==> src/sv/mdwm_pkg.sv <==
package mdwm_pkg;

  localparam int WINDOW_CYCLES_DEF = 100 * 16000;
  localparam int SCALE_DEF         = 256;

  localparam int NUM_MOTORS = 3;
  localparam int MOT_W      = $clog2(NUM_MOTORS);
  localparam int FLAG_W     = NUM_MOTORS + 1;
  localparam int SEL_W      = $clog2(FLAG_W);
  localparam int DUTY_W     = 10;
  localparam int QDEPTH     = 4;

  localparam logic [DUTY_W-1:0] DUTY_MAX = '1;

  localparam logic [1:0] KIND_MOTOR = 2'd0;
  localparam logic [1:0] KIND_MASK  = 2'd1;
  localparam logic [1:0] KIND_TIME  = 2'd2;

  localparam logic REP_DUTY = 1'b0;
  localparam logic REP_MASK = 1'b1;

  typedef enum logic [1:0] {
    OP_MOTOR,
    OP_MASK,
    OP_TIME
  } op_e;

  typedef struct packed {
    logic [1:0]  kind;
    logic [7:0]  value;
    logic [31:0] now;
  } in_word_t;

  typedef struct packed {
    logic              report_kind;
    logic [1:0]        motor_index;
    logic [1:0]        direction;
    logic [DUTY_W-1:0] duty;
    logic [2:0]        sensor_mask;
    logic              last;
  } out_word_t;

  typedef struct packed {
    op_e         op;
    logic [7:0]  value;
    logic [31:0] now;
  } cmd_t;

  typedef struct packed {
    logic        start;
    logic [31:0] dividend;
  } div_req_t;

  typedef struct packed {
    logic              done;
    logic [DUTY_W-1:0] quot;
  } div_rsp_t;

  // drive fields: motor 0 in 7:6, motor 1 in 3:2, motor 2 in 1:0
  function automatic logic [1:0] drive_field(logic [7:0] b, logic [MOT_W-1:0] idx);
    logic [1:0] f;
    unique case (idx)
      MOT_W'(0): f = b[7:6];
      MOT_W'(1): f = b[3:2];
      default:   f = b[1:0];
    endcase
    return f;
  endfunction

endpackage

==> src/sv/motor_duty_window_monitor_top.sv <==
// channel | handshake               | word
// --------+-------------------------+----------------------------------------------
// in      | in_valid_i / in_ready_o | in_word_i: kind, value, now
// out     | out_valid_o/out_ready_i | out_word_o: report_kind, motor_index,
//         |                         |   direction, duty, sensor_mask, last
//
// Motor, mask and non-closing time words retire one per cycle from a 4-deep queue
// while the back end is idle. A window close holds the back end while the
// three-stage reciprocal divider runs for each motor and the reports are emitted.
// The front keeps accepting until the queue is full; a stalled output holds the back.
// Reset clears all state to zero except the queue's storage; no clearing pass.
module motor_duty_window_monitor_top
  import mdwm_pkg::*;
#(
  parameter int WINDOW_CYCLES = WINDOW_CYCLES_DEF,
  parameter int SCALE         = SCALE_DEF
) (
  input  logic      clk_i,
  input  logic      rst_ni,
  input  logic      in_valid_i,
  output logic      in_ready_o,
  input  in_word_t  in_word_i,
  output logic      out_valid_o,
  input  logic      out_ready_i,
  output out_word_t out_word_o
);

  localparam int DIVISOR = (WINDOW_CYCLES / SCALE == 0) ? 1 : WINDOW_CYCLES / SCALE;

  logic     q_valid, q_ready;
  cmd_t     q_cmd;
  div_req_t div_req;
  div_rsp_t div_rsp;

  mdwm_front u_front (
    .clk_i      (clk_i),
    .rst_ni     (rst_ni),
    .in_valid_i (in_valid_i),
    .in_ready_o (in_ready_o),
    .in_word_i  (in_word_i),
    .q_valid_o  (q_valid),
    .q_ready_i  (q_ready),
    .q_cmd_o    (q_cmd)
  );

  mdwm_div #(
    .DIVISOR (DIVISOR)
  ) u_div (
    .clk_i  (clk_i),
    .rst_ni (rst_ni),
    .req_i  (div_req),
    .rsp_o  (div_rsp)
  );

  mdwm_back #(
    .WINDOW_CYCLES (WINDOW_CYCLES)
  ) u_back (
    .clk_i       (clk_i),
    .rst_ni      (rst_ni),
    .q_valid_i   (q_valid),
    .q_ready_o   (q_ready),
    .q_cmd_i     (q_cmd),
    .div_req_o   (div_req),
    .div_rsp_i   (div_rsp),
    .out_valid_o (out_valid_o),
    .out_ready_i (out_ready_i),
    .out_word_o  (out_word_o)
  );

endmodule

==> src/sv/mdwm_front.sv <==
module mdwm_front
  import mdwm_pkg::*;
(
  input  logic     clk_i,
  input  logic     rst_ni,
  input  logic     in_valid_i,
  output logic     in_ready_o,
  input  in_word_t in_word_i,
  output logic     q_valid_o,
  input  logic     q_ready_i,
  output cmd_t     q_cmd_o
);

  localparam int PTR_W = $clog2(QDEPTH);

  cmd_t             fifo_q [QDEPTH];
  logic [PTR_W-1:0] wr_ptr_q, wr_ptr_d;
  logic [PTR_W-1:0] rd_ptr_q, rd_ptr_d;
  logic [PTR_W:0]   count_q, count_d;
  logic             keep;
  op_e              op;
  logic             push, pop;

  // classify: unused kind is taken and dropped
  always_comb begin
    keep = 1'b1;
    op   = OP_TIME;
    unique case (in_word_i.kind)
      KIND_MOTOR: op = OP_MOTOR;
      KIND_MASK:  op = OP_MASK;
      KIND_TIME:  op = OP_TIME;
      default:    keep = 1'b0;
    endcase
  end

  assign in_ready_o = (count_q != (PTR_W + 1)'(QDEPTH));
  assign push       = in_valid_i && in_ready_o && keep;
  assign q_valid_o  = (count_q != '0);
  assign pop        = q_valid_o && q_ready_i;
  assign q_cmd_o    = fifo_q[rd_ptr_q];

  always_comb begin
    wr_ptr_d = push ? wr_ptr_q + PTR_W'(1) : wr_ptr_q;
    rd_ptr_d = pop ? rd_ptr_q + PTR_W'(1) : rd_ptr_q;
    count_d  = count_q;
    if (push && !pop) begin
      count_d = count_q + (PTR_W + 1)'(1);
    end else if (pop && !push) begin
      count_d = count_q - (PTR_W + 1)'(1);
    end
  end

  always_ff @(posedge clk_i or negedge rst_ni) begin
    if (!rst_ni) begin
      wr_ptr_q <= '0;
      rd_ptr_q <= '0;
      count_q  <= '0;
    end else begin
      wr_ptr_q <= wr_ptr_d;
      rd_ptr_q <= rd_ptr_d;
      count_q  <= count_d;
    end
  end

  always_ff @(posedge clk_i) begin
    if (push) begin
      fifo_q[wr_ptr_q] <= '{op: op, value: in_word_i.value, now: in_word_i.now};
    end
  end

endmodule

==> src/sv/mdwm_div.sv <==
module mdwm_div
  import mdwm_pkg::*;
#(
  parameter int DIVISOR = WINDOW_CYCLES_DEF / SCALE_DEF
) (
  input  logic     clk_i,
  input  logic     rst_ni,
  input  div_req_t req_i,
  output div_rsp_t rsp_o
);

  localparam int DW = $clog2(DIVISOR + 1);
  localparam int CW = (DW + DUTY_W > 32) ? DW + DUTY_W : 32;
  localparam logic [CW-1:0] LIMIT = CW'(DIVISOR) << DUTY_W;
  localparam logic [31:0]   DIV   = 32'(DIVISOR);
  // floor((2^32 - 1) / DIVISOR): the estimate is exact or one low
  localparam logic [31:0]   RECIP = 32'(64'hffff_ffff / DIVISOR);

  logic              v1_q, v2_q, done_q;
  logic              sat1_q, sat2_q;
  logic [31:0]       x1_q;
  logic [63:0]       prod_q;
  logic [DUTY_W-1:0] est_q, quot_q;
  logic [31:0]       rem_q;
  logic [DUTY_W-1:0] est;
  logic [31:0]       rem;

  assign est = prod_q[32 +: DUTY_W];
  assign rem = x1_q - DIV * 32'(est);

  // reciprocal multiply, remainder, one correction step; saturation is detected up front
  always_ff @(posedge clk_i or negedge rst_ni) begin
    if (!rst_ni) begin
      v1_q   <= 1'b0;
      v2_q   <= 1'b0;
      done_q <= 1'b0;
      sat1_q <= 1'b0;
      sat2_q <= 1'b0;
      x1_q   <= '0;
      prod_q <= '0;
      est_q  <= '0;
      rem_q  <= '0;
      quot_q <= '0;
    end else begin
      v1_q   <= req_i.start;
      v2_q   <= v1_q;
      done_q <= v2_q;
      if (req_i.start) begin
        sat1_q <= (CW'(req_i.dividend) >= LIMIT);
        x1_q   <= req_i.dividend;
        prod_q <= 64'(req_i.dividend) * 64'(RECIP);
      end
      if (v1_q) begin
        sat2_q <= sat1_q;
        est_q  <= est;
        rem_q  <= rem;
      end
      if (v2_q) begin
        quot_q <= sat2_q ? DUTY_MAX : est_q + DUTY_W'(rem_q >= DIV);
      end
    end
  end

  assign rsp_o = '{done: done_q, quot: quot_q};

endmodule

==> src/sv/mdwm_back.sv <==
module mdwm_back
  import mdwm_pkg::*;
#(
  parameter int WINDOW_CYCLES = WINDOW_CYCLES_DEF
) (
  input  logic      clk_i,
  input  logic      rst_ni,
  input  logic      q_valid_i,
  output logic      q_ready_o,
  input  cmd_t      q_cmd_i,
  output div_req_t  div_req_o,
  input  div_rsp_t  div_rsp_i,
  output logic      out_valid_o,
  input  logic      out_ready_i,
  output out_word_t out_word_o
);

  localparam logic [31:0] WIN = 32'(WINDOW_CYCLES);

  typedef enum logic [1:0] {
    ST_IDLE,
    ST_DIV_START,
    ST_DIV_WAIT,
    ST_EMIT
  } state_e;

  state_e            state_q, state_d;
  logic [7:0]        drive_q, drive_d;
  logic [31:0]       last_t_q, last_t_d;
  logic [31:0]       deadline_q, deadline_d;
  logic [31:0]       on_time_q [NUM_MOTORS];
  logic [31:0]       on_time_d [NUM_MOTORS];
  logic [1:0]        win_dir_q [NUM_MOTORS];
  logic [1:0]        win_dir_d [NUM_MOTORS];
  logic [DUTY_W-1:0] rep_duty_q [NUM_MOTORS];
  logic [DUTY_W-1:0] rep_duty_d [NUM_MOTORS];
  logic [1:0]        rep_dir_q [NUM_MOTORS];
  logic [1:0]        rep_dir_d [NUM_MOTORS];
  logic [7:0]        cur_mask_q, cur_mask_d;
  logic [7:0]        pend_mask_q, pend_mask_d;
  logic [7:0]        rep_mask_q, rep_mask_d;
  logic [MOT_W-1:0]  mot_q, mot_d;
  logic [FLAG_W-1:0] flags_q, flags_d;
  logic              out_valid_q, out_valid_d;
  out_word_t         out_word_q, out_word_d;

  logic [31:0]       elapsed, diff;
  logic [1:0]        fld;
  logic [SEL_W-1:0]  sel;
  logic              found;
  logic [FLAG_W-1:0] rest;

  always_comb begin
    sel   = '0;
    found = 1'b0;
    for (int i = 0; i < FLAG_W; i++) begin
      if (flags_q[i] && !found) begin
        sel   = SEL_W'(i);
        found = 1'b1;
      end
    end
    rest = flags_q & ~(FLAG_W'(1) << sel);
  end

  always_comb begin
    state_d     = state_q;
    drive_d     = drive_q;
    last_t_d    = last_t_q;
    deadline_d  = deadline_q;
    on_time_d   = on_time_q;
    win_dir_d   = win_dir_q;
    rep_duty_d  = rep_duty_q;
    rep_dir_d   = rep_dir_q;
    cur_mask_d  = cur_mask_q;
    pend_mask_d = pend_mask_q;
    rep_mask_d  = rep_mask_q;
    mot_d       = mot_q;
    flags_d     = flags_q;
    out_word_d  = out_word_q;
    out_valid_d = out_valid_q && !out_ready_i;
    q_ready_o   = 1'b0;
    div_req_o   = '{start: 1'b0, dividend: on_time_q[mot_q]};
    elapsed     = q_cmd_i.now - last_t_q;
    diff        = q_cmd_i.now - deadline_q;
    fld         = '0;

    unique case (state_q)
      ST_IDLE: begin
        q_ready_o = 1'b1;
        if (q_valid_i) begin
          if (q_cmd_i.op != OP_MASK) begin
            for (int i = 0; i < NUM_MOTORS; i++) begin
              fld = drive_field(drive_q, MOT_W'(i));
              if (fld != '0) begin
                on_time_d[i] = on_time_q[i] + elapsed;
                win_dir_d[i] = fld;
              end
            end
            last_t_d = q_cmd_i.now;
          end
          unique case (q_cmd_i.op)
            OP_MOTOR: drive_d = q_cmd_i.value;
            OP_MASK: begin
              cur_mask_d  = q_cmd_i.value;
              pend_mask_d = pend_mask_q | q_cmd_i.value;
            end
            OP_TIME: begin
              if (!diff[31]) begin
                deadline_d            = deadline_q + WIN;
                flags_d               = '0;
                flags_d[NUM_MOTORS]   = (pend_mask_q != rep_mask_q);
                rep_mask_d            = pend_mask_q;
                pend_mask_d           = cur_mask_q;
                mot_d                 = '0;
                state_d               = ST_DIV_START;
              end
            end
            default: ;
          endcase
        end
      end
      ST_DIV_START: begin
        div_req_o.start = 1'b1;
        state_d         = ST_DIV_WAIT;
      end
      ST_DIV_WAIT: begin
        if (div_rsp_i.done) begin
          flags_d[mot_q]    = (div_rsp_i.quot != rep_duty_q[mot_q])
                              || (win_dir_q[mot_q] != rep_dir_q[mot_q]);
          rep_duty_d[mot_q] = div_rsp_i.quot;
          rep_dir_d[mot_q]  = win_dir_q[mot_q];
          on_time_d[mot_q]  = '0;
          win_dir_d[mot_q]  = '0;
          if (mot_q == MOT_W'(NUM_MOTORS - 1)) begin
            state_d = ST_EMIT;
          end else begin
            mot_d   = mot_q + MOT_W'(1);
            state_d = ST_DIV_START;
          end
        end
      end
      ST_EMIT: begin
        if (flags_q == '0) begin
          state_d = ST_IDLE;
        end else if (!out_valid_q || out_ready_i) begin
          out_valid_d = 1'b1;
          flags_d     = rest;
          if (sel == SEL_W'(NUM_MOTORS)) begin
            out_word_d = '{report_kind: REP_MASK, motor_index: '0, direction: '0,
                           duty: '0, sensor_mask: rep_mask_q[2:0], last: (rest == '0)};
          end else begin
            out_word_d = '{report_kind: REP_DUTY, motor_index: 2'(sel),
                           direction: rep_dir_q[MOT_W'(sel)],
                           duty: rep_duty_q[MOT_W'(sel)], sensor_mask: '0,
                           last: (rest == '0)};
          end
        end
      end
      default: state_d = ST_IDLE;
    endcase
  end

  always_ff @(posedge clk_i or negedge rst_ni) begin
    if (!rst_ni) begin
      state_q     <= ST_IDLE;
      drive_q     <= '0;
      last_t_q    <= '0;
      deadline_q  <= '0;
      for (int i = 0; i < NUM_MOTORS; i++) begin
        on_time_q[i]  <= '0;
        win_dir_q[i]  <= '0;
        rep_duty_q[i] <= '0;
        rep_dir_q[i]  <= '0;
      end
      cur_mask_q  <= '0;
      pend_mask_q <= '0;
      rep_mask_q  <= '0;
      mot_q       <= '0;
      flags_q     <= '0;
      out_valid_q <= 1'b0;
      out_word_q  <= '0;
    end else begin
      state_q     <= state_d;
      drive_q     <= drive_d;
      last_t_q    <= last_t_d;
      deadline_q  <= deadline_d;
      on_time_q   <= on_time_d;
      win_dir_q   <= win_dir_d;
      rep_duty_q  <= rep_duty_d;
      rep_dir_q   <= rep_dir_d;
      cur_mask_q  <= cur_mask_d;
      pend_mask_q <= pend_mask_d;
      rep_mask_q  <= rep_mask_d;
      mot_q       <= mot_d;
      flags_q     <= flags_d;
      out_valid_q <= out_valid_d;
      out_word_q  <= out_word_d;
    end
  end

  assign out_valid_o = out_valid_q;
  assign out_word_o  = out_word_q;

endmodule

==> config.mk <==
export PLATFORM = sky130hd
export DESIGN_NAME = motor_duty_window_monitor_top
export DESIGN_NICKNAME = d
export VERILOG_FILES = /design/src/sv/mdwm_pkg.sv /design/src/sv/motor_duty_window_monitor_top.sv /design/src/sv/mdwm_front.sv /design/src/sv/mdwm_div.sv /design/src/sv/mdwm_back.sv
export SDC_FILE = /design/constraint.sdc
export NUM_CORES = 2
export LEC_CHECK = 0
export ABC_AREA = 1
export ABC_CLOCK_PERIOD_IN_PS = 7600
export BUFFER_PORTS_ARGS = -buffer_cell sky130_fd_sc_hd__buf_4
export CORE_MARGIN = 5
export CORE_UTILIZATION = 59
export DETAILED_ROUTE_END_ITERATION = 16
export PLACE_DENSITY = 0.75
export SLEW_MARGIN = 0
export SYNTH_ARGS = -nofsm -noshare
export SYNTH_HDL_FRONTEND = slang
export SYNTH_HIERARCHICAL = 1
export SYNTH_SLANG_ARGS = --single-unit
==> constraint.sdc <==
create_clock -name clk_i -period 7.6 [get_ports clk_i]
set_input_delay 1.52 -clock clk_i [delete_from_list [all_inputs] [get_ports clk_i]]
set_output_delay 1.52 -clock clk_i [all_outputs]
set_load 0.02 [all_outputs]
==> run_results.csv <==
group,metric,value,unit
clocking,cts_num_sinks,523,
yosys,avgSynthCellArea,8.06,um^2
clocking,cts_root_buf,"clkbuf_16",
yosys,synth_top_cell_area_share,19.5,%
floorplanning,die_w,288,um
place,pre_cts_ws,882,ps
floorplanning,ios,67,
clocking,clk_path_buf_depth,3,
critical_path,critical_path.top_delay_family,"adder cells",
timing,setup_violations,0,
run_status,status,"complete, no violations",
floorplanning,core,76200,um^2
job,max-cap-violations,0,
routing,dr_total_vias,37974,
critical_path,path_class,"flop to flop",
yosys,ys_seq_elements,523,
global_route,grt_antenna_before_repair,1,
yosys,ys.flop_type,"dfrtp_1",
timing,skew,34.3,ps
yosys,muxShareOfSynthArea,0.0247,%
clocking,clock_latency,650,ps
timing,period_share,90.4,%
global_route,overflow,0,
final_layout,nNetsFinal,6515,
final_layout,fillers,6507,
timing,fin_setup_tns,0,ps
place,numPortBuffers,66,
yosys,ys_seq_area_share,30.6,%
floorplanning,dieArea,82900,um^2
place,dp_hpwl,99.9,mm
routing,detail_route.iter0.violations,2976,
global_route,grt_pass1_wl,204,mm
critical_path,slowest_stage,"fa_1",
critical_path,crit_fanout,39,
routing,vias_per_cell,5.59,
final_layout,drive_above_1_share,6.57,%
floorplanning,initial_core_util,59.8,%
timing,fin_ws,728,ps
global_route,grt_pass1_vias,38166,
worst_hold_path,min_path_type,"flop to flop",
final_layout,multi_input_area,27000,um^2
yosys,synthTopCellsByArea,"dfrtp_1 (20%), ha_1 (14%), fa_1 (11%)",
yosys,synth_area,45600,um^2
final_layout,syn2layout_area_growth,8.23,%
floorplanning,num_rows,101,
timing,period_minus_slack,6870,ps
routing,drtPass1Iterations,7,
critical_path,path_buf_inv,9,
yosys,synth-simple-area-share,18.7,%
yosys,yosys_warnings,6,
yosys,syn-num-nets,6446,
critical_path,critPathCaptureType,"flop",
critical_path,r2r_setup_slack,730,ps
clocking,clk_pin_slew,60,ps
routing,ant_nets,0,
yosys,synth_top_cell_by_area,"dfrtp_1",
critical_path,critPathRequiredTime,8110,ps
floorplanning,die_h,288,um
final_layout,ff_latch_area,13900,um^2
yosys,synth_edf_count,168,
yosys,async_reset_ff_share,67.9,%
yosys,synth-compound-area-share,13.3,%
clocking,post-cts-setup-buffers,0,
timing,tightest_slew,1190,ps
global_route,grt_start_max_net_pins,135,
critical_path,slowest_delay,530,ps
timing,drv_slew,0,
critical_path,arrival,7380,ps
timing,max_slew_margin,19.9,%
yosys,syn_inst,5649,
routing,routedWlPerCell,18.7,um
clocking,hold_buffers,0,
yosys,synth_top_family_by_area,"adder cells",
timing,rsz0062_at_grt,"false",
critical_path,crit_top_cell,"inv_1",
clocking,numCtsBuffers,59,
yosys,synth_xor_area_share,2.17,%
clocking,cts_resized,0,
global_route,track_usage,30.8,%
yosys,post_synth_num_cell_types,65,
critical_path,worst_setup_path_start_kind,"flop",
routing,drc_errors,0,
routing,wirelength,127,mm
clocking,htreeDepth,2,
clocking,cts_tree,"done",
place,routabilityCongestion,0.993,
yosys,synthAdderAreaFrac,24.9,%
timing,hold_viol,0,
timing,fmax,0.146,GHz
[kinds of logic (layout without fill, tap and decap cells)]
| family | count (synthesis) | after routing |
|---|---|---|
| xor+xnor | 113 | 113 |
| buf+inv | 1194 | 1312 |
| other cells | 0 | 1 |
| flops | 523 | 523 |
| fa+ha+maj | 751 | 751 |
| mux | 1 | 1 |
| simple gates | 2023 | 2023 |
| compound gates | 1044 | 1044 |
[synth_stat cells (all sizes together) (2+ instances only)]
library cell and instances:
nand4 49, fa 259, and3 4, a21oi 338, or2 12, o31ai 7, nor2 393, nand2 1252
o21bai 22, buf 68, nand3b 21, dfrtp 355, nand3 215, nor4 21, o21a 13, o2111ai 8
o21ai 445, edfxtp 168, clkbuf 46, o22a 3, a31oi 35, a22o 2, xor2 70, o211ai 100
nor3b 2, xnor2 43, inv 1079, a21boi 11, a21o 22, and2 5, o22ai 32, nor3 48
ha 492
[metal layers]
| layer | global-route usage [%] | up-vias | wire length [um] | part of all wire, % |
|---|---|---|---|---|
| met3 | 3.62 | 270 | 7290 | 5.7 |
| met5 | 0 | - | 14 | 0.011 |
| li1 | - | 18399 | - | - |
| met4 | 10.2 | 2 | 5060 | 4.0 |
| met1 | 41.0 | 18182 | 53900 | 42 |
| met2 | 52.6 | 1121 | 60700 | 48 |
[worst reg2reg max path, stage by stage, from the launching register on]
cell     delay [ps]
dfrtp_1         390
inv_2            70
buf_4           280
buf_4           520
o21ai_0         280
o21ai_1         510
inv_1           410
ha_1            400
inv_1            40
ha_1            260
inv_1            50
fa_1            470
inv_1            50
fa_1            500
inv_1            50
fa_1            510
fa_1            530
inv_1            40
ha_1            290
a21oi_1         210
nor2_1           60
nor2_1          170
o21ai_0         160
a21oi_1         220
nand4_1         120
nand3_1          90
nand2_1          50
[state kept, by name, indices dropped and copies added (netlist names), 10 cells and up]
register / count
u_front/fifo_q: 168
u_back/on_time_q: 96
u_back/last_t_q: 32
u_div/rem_q: 31
u_div/x1_q: 31
u_back/rep_duty_q: 30
u_back/deadline_q: 23
u_back/out_word_o: 19
u_div/est_q: 10
u_div/prod_q: 10
u_div/quot_q: 10
[layout make-up]
cell class | instances | share of cell area (%)
clock buffers | 74 | 3.21
diodes | 1 | 0.00508
inverters | 1080 | 8.24
flip-flops and latches | 523 | 28.3
well taps | 1030 | 2.61
repair buffers | 122 | 1.92
clock inverters | 36 | 1.07
multi-input cells | 3932 | 54.7
[placed cells by master, fill, tap and decap left out, types with 9 or more instances in the layout]
master,n
nor4_1,19
nor2_2,24
xor2_1,70
o21a_1,13
nand3b_1,21
nor2_4,12
o21ai_1,74
inv_2,22
clkinv_2,13
a21boi_0,9
nand2_1,1235
dfrtp_1,354
inv_1,1054
xnor2_1,43
nand2_2,17
clkbuf_16,59
buf_4,119
ha_1,492
a21o_1,22
o211ai_1,66
nand3_1,210
o21bai_1,21
o22ai_1,32
o21ai_2,9
o211ai_2,34
a31oi_1,34
a21oi_1,330
nor2_1,355
bufinv_16,10
nand4_1,49
clkbuf_1,10
nor3_1,43
fa_1,259
edfxtp_1,168
o21ai_0,361
[final timing paths]
path | from | cells past startpoint | end
setup / recovery | u_back/mot_q[0] | 26 | u_div/prod_q[40]
hold / removal | u_div/rem_q[2] | 2 | u_div/rem_q[2]
setup reg to reg | u_back/mot_q[0] | 26 | u_div/prod_q[40]
hold reg to reg | u_div/rem_q[2] | 2 | u_div/rem_q[2]
max in group asynchronous | rst_ni | 2 | u_back/last_t_q[3]
min in group asynchronous | rst_ni | 1 | u_back/rep_duty_q[16]
[through the flow]
step                hold WS (ps)  util (%)  cells  instance area (um^2)
floorplan                    372         -   5649                 45600
global placement             462      61.9   6687                 47200
detailed placement           467      61.9   6687                 47200
CTS                          481      64.7   6797                 49300
global route                 503      64.7   6797                 49300
finish                       481      64.7   6798                 49300
Power is left out: the tool's default activity adds up to more than one toggle a clock period on the data nets, which glitch-free logic cannot reach.
